**src/design/ctmt_pkg.sv**
```systemverilog
`timescale 1ns / 1ps
// ----------------------------------------------------------------------------
// ctmt_pkg: shared types and constants of the client traffic meter table
// Request and status codes, controller states and controller/datapath links.
// ----------------------------------------------------------------------------
package ctmt_pkg;

  typedef enum logic [1:0] {
    REQ_ADD   = 2'd0,
    REQ_DEL   = 2'd1,
    REQ_BYTES = 2'd2,
    REQ_QUERY = 2'd3
  } req_t;

  typedef enum logic [1:0] {
    ST_OK     = 2'd0,
    ST_FULL   = 2'd1,
    ST_IGNORE = 2'd2,
    ST_UNUSED = 2'd3
  } status_t;

  typedef enum logic [2:0] {
    S_IDLE,
    S_EXEC,
    S_MUL,
    S_DIV,
    S_SEC,
    S_DONE
  } state_t;

  localparam int unsigned WINDOW_RESET = 32'd1000000;
  localparam int unsigned DIV_STEPS    = 64;
  // ceil(2^71 / 15625): (us >> 6) * SEC_RECIP >> 71 is exactly us / 1000000
  localparam logic [57:0] SEC_RECIP    = 58'((128'd1 << 71) / 128'd15625 + 128'd1);
  localparam int unsigned SEC_STEPS    = 4;

  // controller -> datapath
  typedef struct packed {
    logic load;       // capture request
    logic exec;       // read slot and apply the quick update
    logic mul_start;  // form delta * 8000 and start rate division
    logic div_step;   // one divider bit
    logic sec_step;   // one partial product of the seconds multiply
    logic commit;     // write back query results
    logic out_load;   // load result register
  } ctmt_cmd_t;

  // datapath -> controller
  typedef struct packed {
    logic need_rate;  // query needs a new rate
    logic need_sec;   // query needs a connected time
    logic div_done;   // divider finished
    logic sec_done;   // seconds multiply finished
  } ctmt_sts_t;

endpackage

```
**src/design/ctmt_ctrl.sv**
```systemverilog
`timescale 1ns / 1ps
// ----------------------------------------------------------------------------
// ctmt_ctrl: request sequencer
// Steps each request through execute, optional arithmetic and result load.
// ----------------------------------------------------------------------------
module ctmt_ctrl (
  input  logic                clk,
  input  logic                rst_n,
  input  logic                in_valid,
  output logic                in_ready,
  input  logic                out_busy,
  input  ctmt_pkg::ctmt_sts_t sts,
  output ctmt_pkg::ctmt_cmd_t cmd
);

  ctmt_pkg::state_t state_r, state_nxt;

  // hold state
  always_ff @(posedge clk) begin
    if (!rst_n) begin
      state_r <= ctmt_pkg::S_IDLE;
    end else begin
      state_r <= state_nxt;
    end
  end

  // advance
  always_comb begin
    state_nxt = state_r;
    case (state_r)
      ctmt_pkg::S_IDLE: if (in_valid) state_nxt = ctmt_pkg::S_EXEC;
      ctmt_pkg::S_EXEC: begin
        if (sts.need_rate)     state_nxt = ctmt_pkg::S_MUL;
        else if (sts.need_sec) state_nxt = ctmt_pkg::S_SEC;
        else                   state_nxt = ctmt_pkg::S_DONE;
      end
      ctmt_pkg::S_MUL: state_nxt = ctmt_pkg::S_DIV;
      ctmt_pkg::S_DIV: begin
        if (sts.div_done) state_nxt = sts.need_sec ? ctmt_pkg::S_SEC : ctmt_pkg::S_DONE;
      end
      ctmt_pkg::S_SEC: if (sts.sec_done) state_nxt = ctmt_pkg::S_DONE;
      ctmt_pkg::S_DONE: if (!out_busy) state_nxt = ctmt_pkg::S_IDLE;
      default: state_nxt = ctmt_pkg::S_IDLE;
    endcase
  end

  // drive commands
  always_comb begin
    cmd      = '0;
    in_ready = 1'b0;
    case (state_r)
      ctmt_pkg::S_IDLE: begin
        in_ready = 1'b1;
        cmd.load = in_valid;
      end
      ctmt_pkg::S_EXEC: cmd.exec = 1'b1;
      ctmt_pkg::S_MUL:  cmd.mul_start = 1'b1;
      ctmt_pkg::S_DIV:  cmd.div_step = 1'b1;
      ctmt_pkg::S_SEC:  cmd.sec_step = 1'b1;
      ctmt_pkg::S_DONE: begin
        cmd.commit   = !out_busy;
        cmd.out_load = !out_busy;
      end
      default: ;
    endcase
  end

endmodule

```
**config.mk**
```make
export PLATFORM = sky130hd
export DESIGN_NAME = ctmt_ctrl
export DESIGN_NICKNAME = d
export VERILOG_FILES = /design/src/design/ctmt_pkg.sv /design/src/design/ctmt_ctrl.sv
export SDC_FILE = /design/constraint.sdc
export NUM_CORES = 1
export LEC_CHECK = 0
export ABC_CLOCK_PERIOD_IN_PS = 3400
export CORE_AREA = 2 2 39 41
export DETAILED_ROUTE_END_ITERATION = 8
export DIE_AREA = 0 0 41 43
export DONT_BUFFER_PORTS = 1
export HOLD_SLACK_MARGIN = 0.12
export SLEW_MARGIN = 10
export SYNTH_ARGS = -nofsm -noshare
export SYNTH_HDL_FRONTEND = slang
export SYNTH_SLANG_ARGS = --single-unit
```
**constraint.sdc**
```tcl
create_clock -name clk -period 3.4 [get_ports clk]
set_input_delay 0.34 -clock clk [delete_from_list [all_inputs] [get_ports clk]]
set_output_delay 0.34 -clock clk [all_outputs]
set_load 0.005 [all_outputs]
```
# After elaboration in Yosys (flattened, before gate mapping)
# Index checks and enable logic that the tools add are counted.
# op_classes
n_reduce_logical	3
mux	14
eq_ne	9
# op_table
operator	n
one-hot mux 3 bit (6 select lines)	1
2-to-1 mux 3 bit	5
!= test 2 bit (second input constant)	4
2-to-1 mux 1 bit	7
== test 3 x 2 -> 1 bit (second input constant)	2
== test 3 bit (second input constant)	2
AND reduction 4 bit	1
== test 3 x 1 -> 1 bit (second input constant)	1
zero test 3 bit	1
2-to-1 mux 2 bit	1
zero test 1 bit	1
# totals
out_inout_bits	8
ff_bits	3
in_bits	8

# Longest topological paths before layout
# Gate-level depths: netlist of the first run.
# logic_depth
ltp_word	3
depth_mapped	5

# Worst setup path after synthesis of the first run
# No wires, ideal clock.
# synth_path
path_kind	register to output
from	register state_r[1]
to	output cmd[1] in the netlist's numbering
path_slack_ps	1883
t_required_ps	3060
arrival_ps	1177
stages_incl_launch_ff	5
n_path_buf	2
path_cell_list	dfxtp_1 -> buf_6 -> or2b_2 -> nor3b_1 -> buf_4
# synth_rtl
element	line	text
from (decl)	ctmt_ctrl.sv:16	ctmt_pkg::state_t state_r, state_nxt;
from (signal assigned)	ctmt_ctrl.sv:21	state_r <= ctmt_pkg::S_IDLE;
from (signal assigned)	ctmt_ctrl.sv:23	state_r <= state_nxt;
to (decl)	ctmt_ctrl.sv:13	output ctmt_pkg::ctmt_cmd_t cmd

==> reports/results.txt, run 1 <==
The logs give 0.735 for the final weighted congestion in routability-driven placement and 68.9% for the worst slew margin relative to its limit. The run finished with clean final reports. Of the total power, combinational logic draws 38.9%. The source of the worst hold timing path is rst_n. The clock passes through at most 2 buffers. STA puts the critical path data arrival time at 1.50 ns. The TritonCTS sink count was 3. The total of endpoints with negative setup slack in the final report is 0, and the number of instances resized during post-cts repair is 0. During placement, the flow inserted port buffers numbering 0.

The core region is 0.00138 mm2. Summed over its instances, the top area cell type makes up 21.4% of the synthesized netlist area. The via density per instance was 4.63. The initial antenna violation count is 0. The total CTS buffers is 3. The count of placed standard cells including taps is 48. Ranked by flip-flop count, first place goes to state_r. The endpoint identified for the worst register-to-register timing path is state_r[0]. The cell sitting at the root of the clock tree is a sky130_fd_sc_hd__clkbuf_4.

The leakage power was 0.102 nW; the maximum number of pins on one net before global-route repair was 15. TritonCTS built the clock tree. The final setup skew is 0.000590 ns, and the worst reg-to-reg path cell count is 4.

For this run, the slowest stage of the critical path takes 0.55 ns. For this design the total switching power over the nets is 99.9 uW. 0 antenna diodes ended up in the layout. In this run the remaining antenna-violating nets after routing total 0.

Grouping stages by cell kind, the critical path spends the most delay in simple AND/OR/NAND/NOR gates. The boundary pin count was 16. Setup repair after global routing left no endpoint under its margin. The share of total power dissipated in the clock network is 25.8%. The number of warnings issued by yosys was 0.

The worst reg2reg path startpoint is state_r[0]. Synthesis produced a netlist with a net count of 44. The critical path's slowest cell was sky130_fd_sc_hd__dfxtp_1. The share of the Yosys chip area taken by registers is 21.4%.

Once the floorplan was initialized, standard cells occupied 20.3% of the core. The largest registers in the layout are state_r: 3 flops. The top cell types in the final layout, fill and taps aside, are 4 x sky130_fd_sc_hd__nor3b_1, 3 x sky130_fd_sc_hd__nor2_1, 3 x sky130_fd_sc_hd__o21ai_1, 3 x sky130_fd_sc_hd__clkbuf_4, 3 x sky130_fd_sc_hd__dfxtp_1.

The clock edge transition at the registers on the reported setup and hold paths works out to 0.04 ns. The number of hold-slack violations in the final timing report is 0. Traced cell by cell, the critical path runs through or2b_2, nor3b_1. The routed design could run at a clock period as short as 1.84 ns. For the estimated wirelength of the detail-placed design, the log shows 455 um. Counting instances, the worst hold path has a depth of 2. For the required time of the critical path, the log shows 3.06 ns.

The class of the most critical hold timing path was in -> reg. Static timing analysis puts the maximum clock frequency at 0.543 GHz. For this run, the total global-route usage over all layers was measured as 8.43%.

Of the total power, the share spent switching nets is 41.6%. The floorplan has 14 rows. The number of max-cap violations was 0.

Area of the mapped netlist: 280 um2. For this block, the via count after detailed routing is 241. The netlist uses 23 different library cells. The logs give 225 for the via count of the first global-routing pass and 2 for the number of iterations in the first detailed-routing pass.

Hold repair after CTS inserted 0 buffers. IR analysis of the VDD net gives a maximum drop of 0.222 mV. Sequential cells account for 35.3% of the total power. Once layout is complete, the cells apart from fillers number 52.

The fraction of the cycle the final worst path needs came out at 54.1%. For the depth of the CTS H-tree, the log shows 1. The critical path is of the reg -> out type.

The register with the most flip-flops in the layout has 3 of them. The insertion delay of the later-clocked pin in the worst-skew pair was 0.23 ns. The internal power was 140 uW; the buffers inserted during post-CTS setup optimization was 0. Sorting the synthesized cells by area gives the leading types as sky130_fd_sc_hd__dfxtp_1 21%, sky130_fd_sc_hd__nor3b_1 11%, sky130_fd_sc_hd__buf_6 8.0%, sky130_fd_sc_hd__o21ai_1 5.4%, sky130_fd_sc_hd__and2_1 4.5%. The die covers 0.00176 mm2. A synthesized cell averages 7.79 um2.

The total wire length is 588 um. The first global-routing pass estimated 945 um of wire. The kind of capture point of the worst setup path was a primary output. Measured along the y axis, the die boundary spans 43 um.

Measured along the x axis, the die boundary spans 41 um. Dividing total power by cell area gives a power density of 824 mW/mm2. After the last flow step, the layout net total stands at 45. The number of buffers and inverters on the critical path is 0. The final max-slew violation count was 0; the detailed-route wire length per cell was 11.3 um. Overall overflow remaining after global route: 0. After synthesis the netlist holds a flip-flop and latch count of 3. Of all nets on the critical path, the largest fanout is 14. The worst setup path is launched from a flop.

The starting DRC count in detailed routing was 7; the DRC violation count after routing was 0. The design draws 240 uW. For hold timing, the worst endpoint is state_r[2]. The cell taking the most area after synthesis was sky130_fd_sc_hd__dfxtp_1. Counting every instance in the synthesized netlist gives 36.

The accumulated negative setup slack came out at 0 ns. Register-to-register path setup slack: 1.99 ns. Relative to the synthesized area, the layout overhead comes to 4.02%. Layout cell share with drive strength beyond 1: 19.4%. The most common cell after layout, fill and taps aside was sky130_fd_sc_hd__nor3b_1. The actual transition at the worst max-transition pin is 0.465 ns.
[synth_stat cells]
cell type	instances
sky130_fd_sc_hd__and3b_1	1
sky130_fd_sc_hd__o21ai_1	3
sky130_fd_sc_hd__or4_4	1
sky130_fd_sc_hd__or2b_2	1
sky130_fd_sc_hd__buf_2	1
sky130_fd_sc_hd__a22oi_1	1
sky130_fd_sc_hd__o211ai_1	1
sky130_fd_sc_hd__inv_1	1
sky130_fd_sc_hd__buf_6	2
sky130_fd_sc_hd__nor2b_2	1
sky130_fd_sc_hd__nor2b_1	1
sky130_fd_sc_hd__buf_4	1
sky130_fd_sc_hd__and2_1	2
sky130_fd_sc_hd__a211oi_1	1
sky130_fd_sc_hd__nor2_1	3
sky130_fd_sc_hd__o21ai_2	1
sky130_fd_sc_hd__o41ai_1	1
sky130_fd_sc_hd__nand3_1	1
sky130_fd_sc_hd__dfxtp_1	3
sky130_fd_sc_hd__a31oi_1	1
sky130_fd_sc_hd__nor3_1	2
sky130_fd_sc_hd__nand2_1	2
sky130_fd_sc_hd__nor3b_1	4
[worst max-delay path by stage]
stage	startpoint	endpoint	slack (ns)	cells after the start
floorplan	state_r[1]	cmd[1]	1.88	4
global placement	state_r[0]	cmd[0]	1.82	2
detailed placement	state_r[0]	cmd[0]	1.81	2
CTS	state_r[0]	cmd[0]	1.55	2
global route	state_r[0]	cmd[1]	1.37	2
finish	state_r[0]	cmd[0]	1.56	2
[power groups by stage]
stage,Combinational [mW],Sequential [mW],Clock (mW)
global route,0.107,0.0913,0.0717
detailed placement,0.0951,0.0853,0
global placement,0.0955,0.0844,0
CTS,0.0955,0.0842,0.0662
floorplan,0.124,0.0576,0
finish,0.0934,0.0848,0.0621
[kinds of logic (layout without fill, tap and decap cells)]
kind of cell / after synthesis / after routing / synth area share [%]
and+or+nand+nor: 19 / 19 / 42.9
DFF: 3 / 3 / 21.4
AOI/OAI and AO/OA: 9 / 9 / 21.9
buffers and inverters: 5 / 5 / 13.8
[per-layer routing]
| metal | up-vias | share of wire [%] | track usage, % |
|---|---|---|---|
| met4 | 0 | 0 | 4.67 |
| li1 | 131 | - | - |
| met3 | 0 | 13 | 7.33 |
| met5 | - | 0 | 0 |
| met2 | 11 | 40 | 9.69 |
| met1 | 99 | 46 | 10.3 |
[stage by stage]
step | instance area [um2] | worst slack, ns | hold WS [ns] | utilization [%]
finish | 292 | 1.56 | 0.245 | 21.1
global route | 292 | 1.37 | 0.227 | 21.1
CTS | 292 | 1.55 | 0.238 | 21.1
detailed placement | 265 | 1.81 | 0.489 | 19.2
global placement | 265 | 1.82 | 0.484 | 19.2
floorplan | 280 | 1.88 | 0.479 | -
[area by class of cell]
class	count	area, um2
well taps	16	20.0
clock buffers	4	26.3
fillers	157	1090
flip-flops and latches	3	60.1
multi-input cells	28	181
inverters	1	3.75
Note: power is estimated with default switching activity, not from simulation.
==> inputs of run 2 (changes only) <==
- ABC_CLOCK_PERIOD_IN_PS: 3400 -> 1600
- clock period: 3.4 -> 1.6 ns (I/O delays scaled with it)
==> run 2 against run 1 <==
Clock-buffer cell count unchanged. Non-clock buffer count up 3. Sequential power up 92%. Global-route usage up 1.6 points. Largest power group unchanged.
==> reports/results.txt, run 2 (synthesized netlist as in run 1, its figures left out) <==
The tools report the origin of the worst setup path as state_r[0] (unchanged). The tools report the root buffer selected by CTS as sky130_fd_sc_hd__clkbuf_4 (unchanged). The run gives 1.25 ns (was 1.50 ns) as the worst endpoint data arrival time.

The estimated wirelength of the detail-placed design was 524 um (was 455 um). Delay of the slowest cell on the worst path: 0.41 ns (was 0.55 ns). The kind of capture point of the worst setup path was a primary output (unchanged). The family of cells with the greatest summed delay on the critical path is simple AND/OR/NAND/NOR gates (unchanged). The logs give 20.3% (unchanged) for the initial cell density of the core and 1.10 mm (was 945 um) for the wire length of the first global-routing pass.

Via density per instance: 4.71 (was 4.63). Critical path's slowest cell: sky130_fd_sc_hd__dfxtp_1 (unchanged). The insertion delay of the later-clocked pin in the worst-skew pair came out at 0.23 ns (about the same). The destination of the critical timing path is cmd[1] (was cmd[0]). The area added between synthesis and finish is 14.7% (was 4.02%), and the final weighted congestion in routability-driven placement is 0.731 (was 0.735). The run gives 0.135 ns (was 0.245 ns) as the final hold slack.

Critical path class: reg -> out (unchanged). The cell area power density was 1720 mW/mm2 (was 824 mW/mm2); the total number of vias was 259 (was 241). The detailed-route wire length per cell is 12.4 um (was 11.3 um), and the fraction of the cycle the final worst path needs is 87.9%. The final max-slew violation count was 0 (unchanged). The number of hold-slack violations in the final timing report is 0 (unchanged). The actual transition at the worst max-transition pin works out to 0.345 ns (was 0.465 ns). The run gives 0.00176 mm2 (unchanged) as the floorplan die area.

The capturing point of the worst reg2reg path was state_r[0] (unchanged). The worst reg2reg path startpoint was state_r[2] (was state_r[0]). The horizontal die dimension came out at 41 um (unchanged).

The count of inserted antenna diode cells came out at 0 (unchanged). For the final layout net count, the log shows 48 (was 45). For the starting DRC count in detailed routing, the log shows 7 (unchanged).

The number of nets still failing antenna checks after routing is 0 (unchanged), and the maximum number of pins on one net before global-route repair is 13 (was 15). Register-to-register path setup slack: 0.24 ns (was 1.99 ns). The class of the most critical hold timing path was in -> reg (unchanged).

The register with the most flip-flops was state_r (unchanged). The area of the core region came out at 0.00138 mm2 (unchanged). Most used cells in the layout excluding fill and tap cells: 3 x sky130_fd_sc_hd__nor3b_1, 3 x sky130_fd_sc_hd__nor2_1, 3 x sky130_fd_sc_hd__o21ai_1, 3 x sky130_fd_sc_hd__clkbuf_4, 3 x sky130_fd_sc_hd__dfxtp_1 (was 4 x sky130_fd_sc_hd__nor3b_1, 3 x sky130_fd_sc_hd__nor2_1, 3 x sky130_fd_sc_hd__o21ai_1, 3 x sky130_fd_sc_hd__clkbuf_4, 3 x sky130_fd_sc_hd__dfxtp_1). Static timing analysis puts the maximum clock frequency at 0.711 GHz.

The total stage count of the critical path came out at 2 (unchanged). The worst reg-to-reg path cell count is 3 (was 4). The number of non-filler instances in the completed layout was 55 (was 52); the largest fanout on the critical path was 7 (was 14).

The number of iterations in the first detailed-routing pass was 3 (was 2); the cell row count was 14 (unchanged). For the via count of the first global-routing pass, the log shows 265 (was 225). The logs give 553 uW (was 240 uW) for the total power and 0 (unchanged) for the overall overflow remaining after global route. Die height: 43 um (unchanged). The tools report the worst slew margin relative to its limit as 77.0% (was 68.9%). The initial antenna violation count was 0 (unchanged); the clock edge transition at the registers on the reported setup and hold paths was 0.04 ns (about the same). TritonCTS built the clock tree. Setup repair after global routing left no endpoint under its margin. The number of max-cap violations is 0 (unchanged).

The required time of the critical path is 1.44 ns (was 3.06 ns). For the DRC violation count after routing, the log shows 0 (unchanged). Nature of the critical path startpoint: a flop (unchanged).

Count of placed standard cells including taps: 50 (was 48). The tools report the global routing usage summed across all routing layers as 10.0% (was 8.43%). For the total of endpoints with negative setup slack in the final report, the log shows 0 (unchanged).

Largest registers ranked by flip-flop count: state_r: 3 flops (unchanged). The run finished with clean final reports. The logs give 1 (unchanged) for the depth of the CTS H-tree and 0 ns (unchanged) for the accumulated negative setup slack. The final period demand of the worst path is 1.41 ns, and the leakage power is 0.118 nW (was 0.102 nW). Cell-by-cell listing of the critical path: or2b_2, nor3b_2 (was or2b_2, nor3b_1). The final setup skew was 0.00697 ns (was 0.000590 ns); the total of buffers placed on input and output ports was 0 (unchanged). The peak ir drop on the vdd network was 0.443 mV (was 0.222 mV); the boundary pin count was 16 (unchanged). The run gives 2 (unchanged) as the maximum buffer depth of the clock tree. The tools report the buffers inserted during post-CTS setup optimization as 0 (unchanged). Total CTS buffers: 3 (unchanged). The combined buffer and inverter count along the critical path was 0 (unchanged); the total wire length was 681 um (was 588 um).

The number of flip-flops under the largest register name came out at 3 (unchanged). The TritonCTS sink count was 3 (unchanged); the layout cell share with drive strength beyond 1 was 25.6% (was 19.4%).
[run 2: cell types whose count changed in the layout (fill, tap and decap cells not counted)]
cell	change
sky130_fd_sc_hd__dlygate4sd3_1	+1
sky130_fd_sc_hd__nor3b_1	-1
sky130_fd_sc_hd__buf_4	+2
sky130_fd_sc_hd__nor3b_2	+1
[run 2: metrics by stage]
step	cell area (um2)	setup slack [ns]	util, %
CTS	317	0.0668	22.9
floorplan	280	0.263	-
detailed placement	280	0.238	20.3
global route	322	0.0563	23.2
global placement	280	0.226	20.3
finish	322	0.193	23.2
[run 2: final cells by class]
class / count / area, um2
fill: 162 / 1060
multi-input combinational: 28 / 186
sequential: 3 / 60.1
clock buffer: 4 / 26.3
timing repair buffer: 3 / 25.0
tap: 16 / 20.0
inverter: 1 / 3.75
[run 2: how the worst min path moves through the flow]
stage                      start         end  depth (start not counted)
after global routing      sts[0]  state_r[0]                          2
after global placement     rst_n  state_r[2]                          2
after CTS                 sts[0]  state_r[0]                          2
final                     sts[0]  state_r[0]                          2
after floorplan            rst_n  state_r[2]                          2
after detailed placement   rst_n  state_r[0]                          2
[run 2: layer usage]
layer  part of all wire [%]  GRT usage [%]
met1                     44           11.2
met2                     48           13.1
met3                    7.3           3.66
met4                      0           10.7
met5                      0              0
[run 2: repair_timing]
action,CTS,global route
resized for setup,0,1
setup endpoints to repair,0,2
hold endpoints to repair,3,0
hold buffers,1,0
[run 2: report_power, final]
group | internal [mW] | leakage, nW | switching, mW | total, mW
combinational | 0.129 | 0.0781 | 0.128 | 0.256
clock | 0.0936 | 0.0150 | 0.0408 | 0.134
sequential | 0.103 | 0.0248 | 0.0598 | 0.163
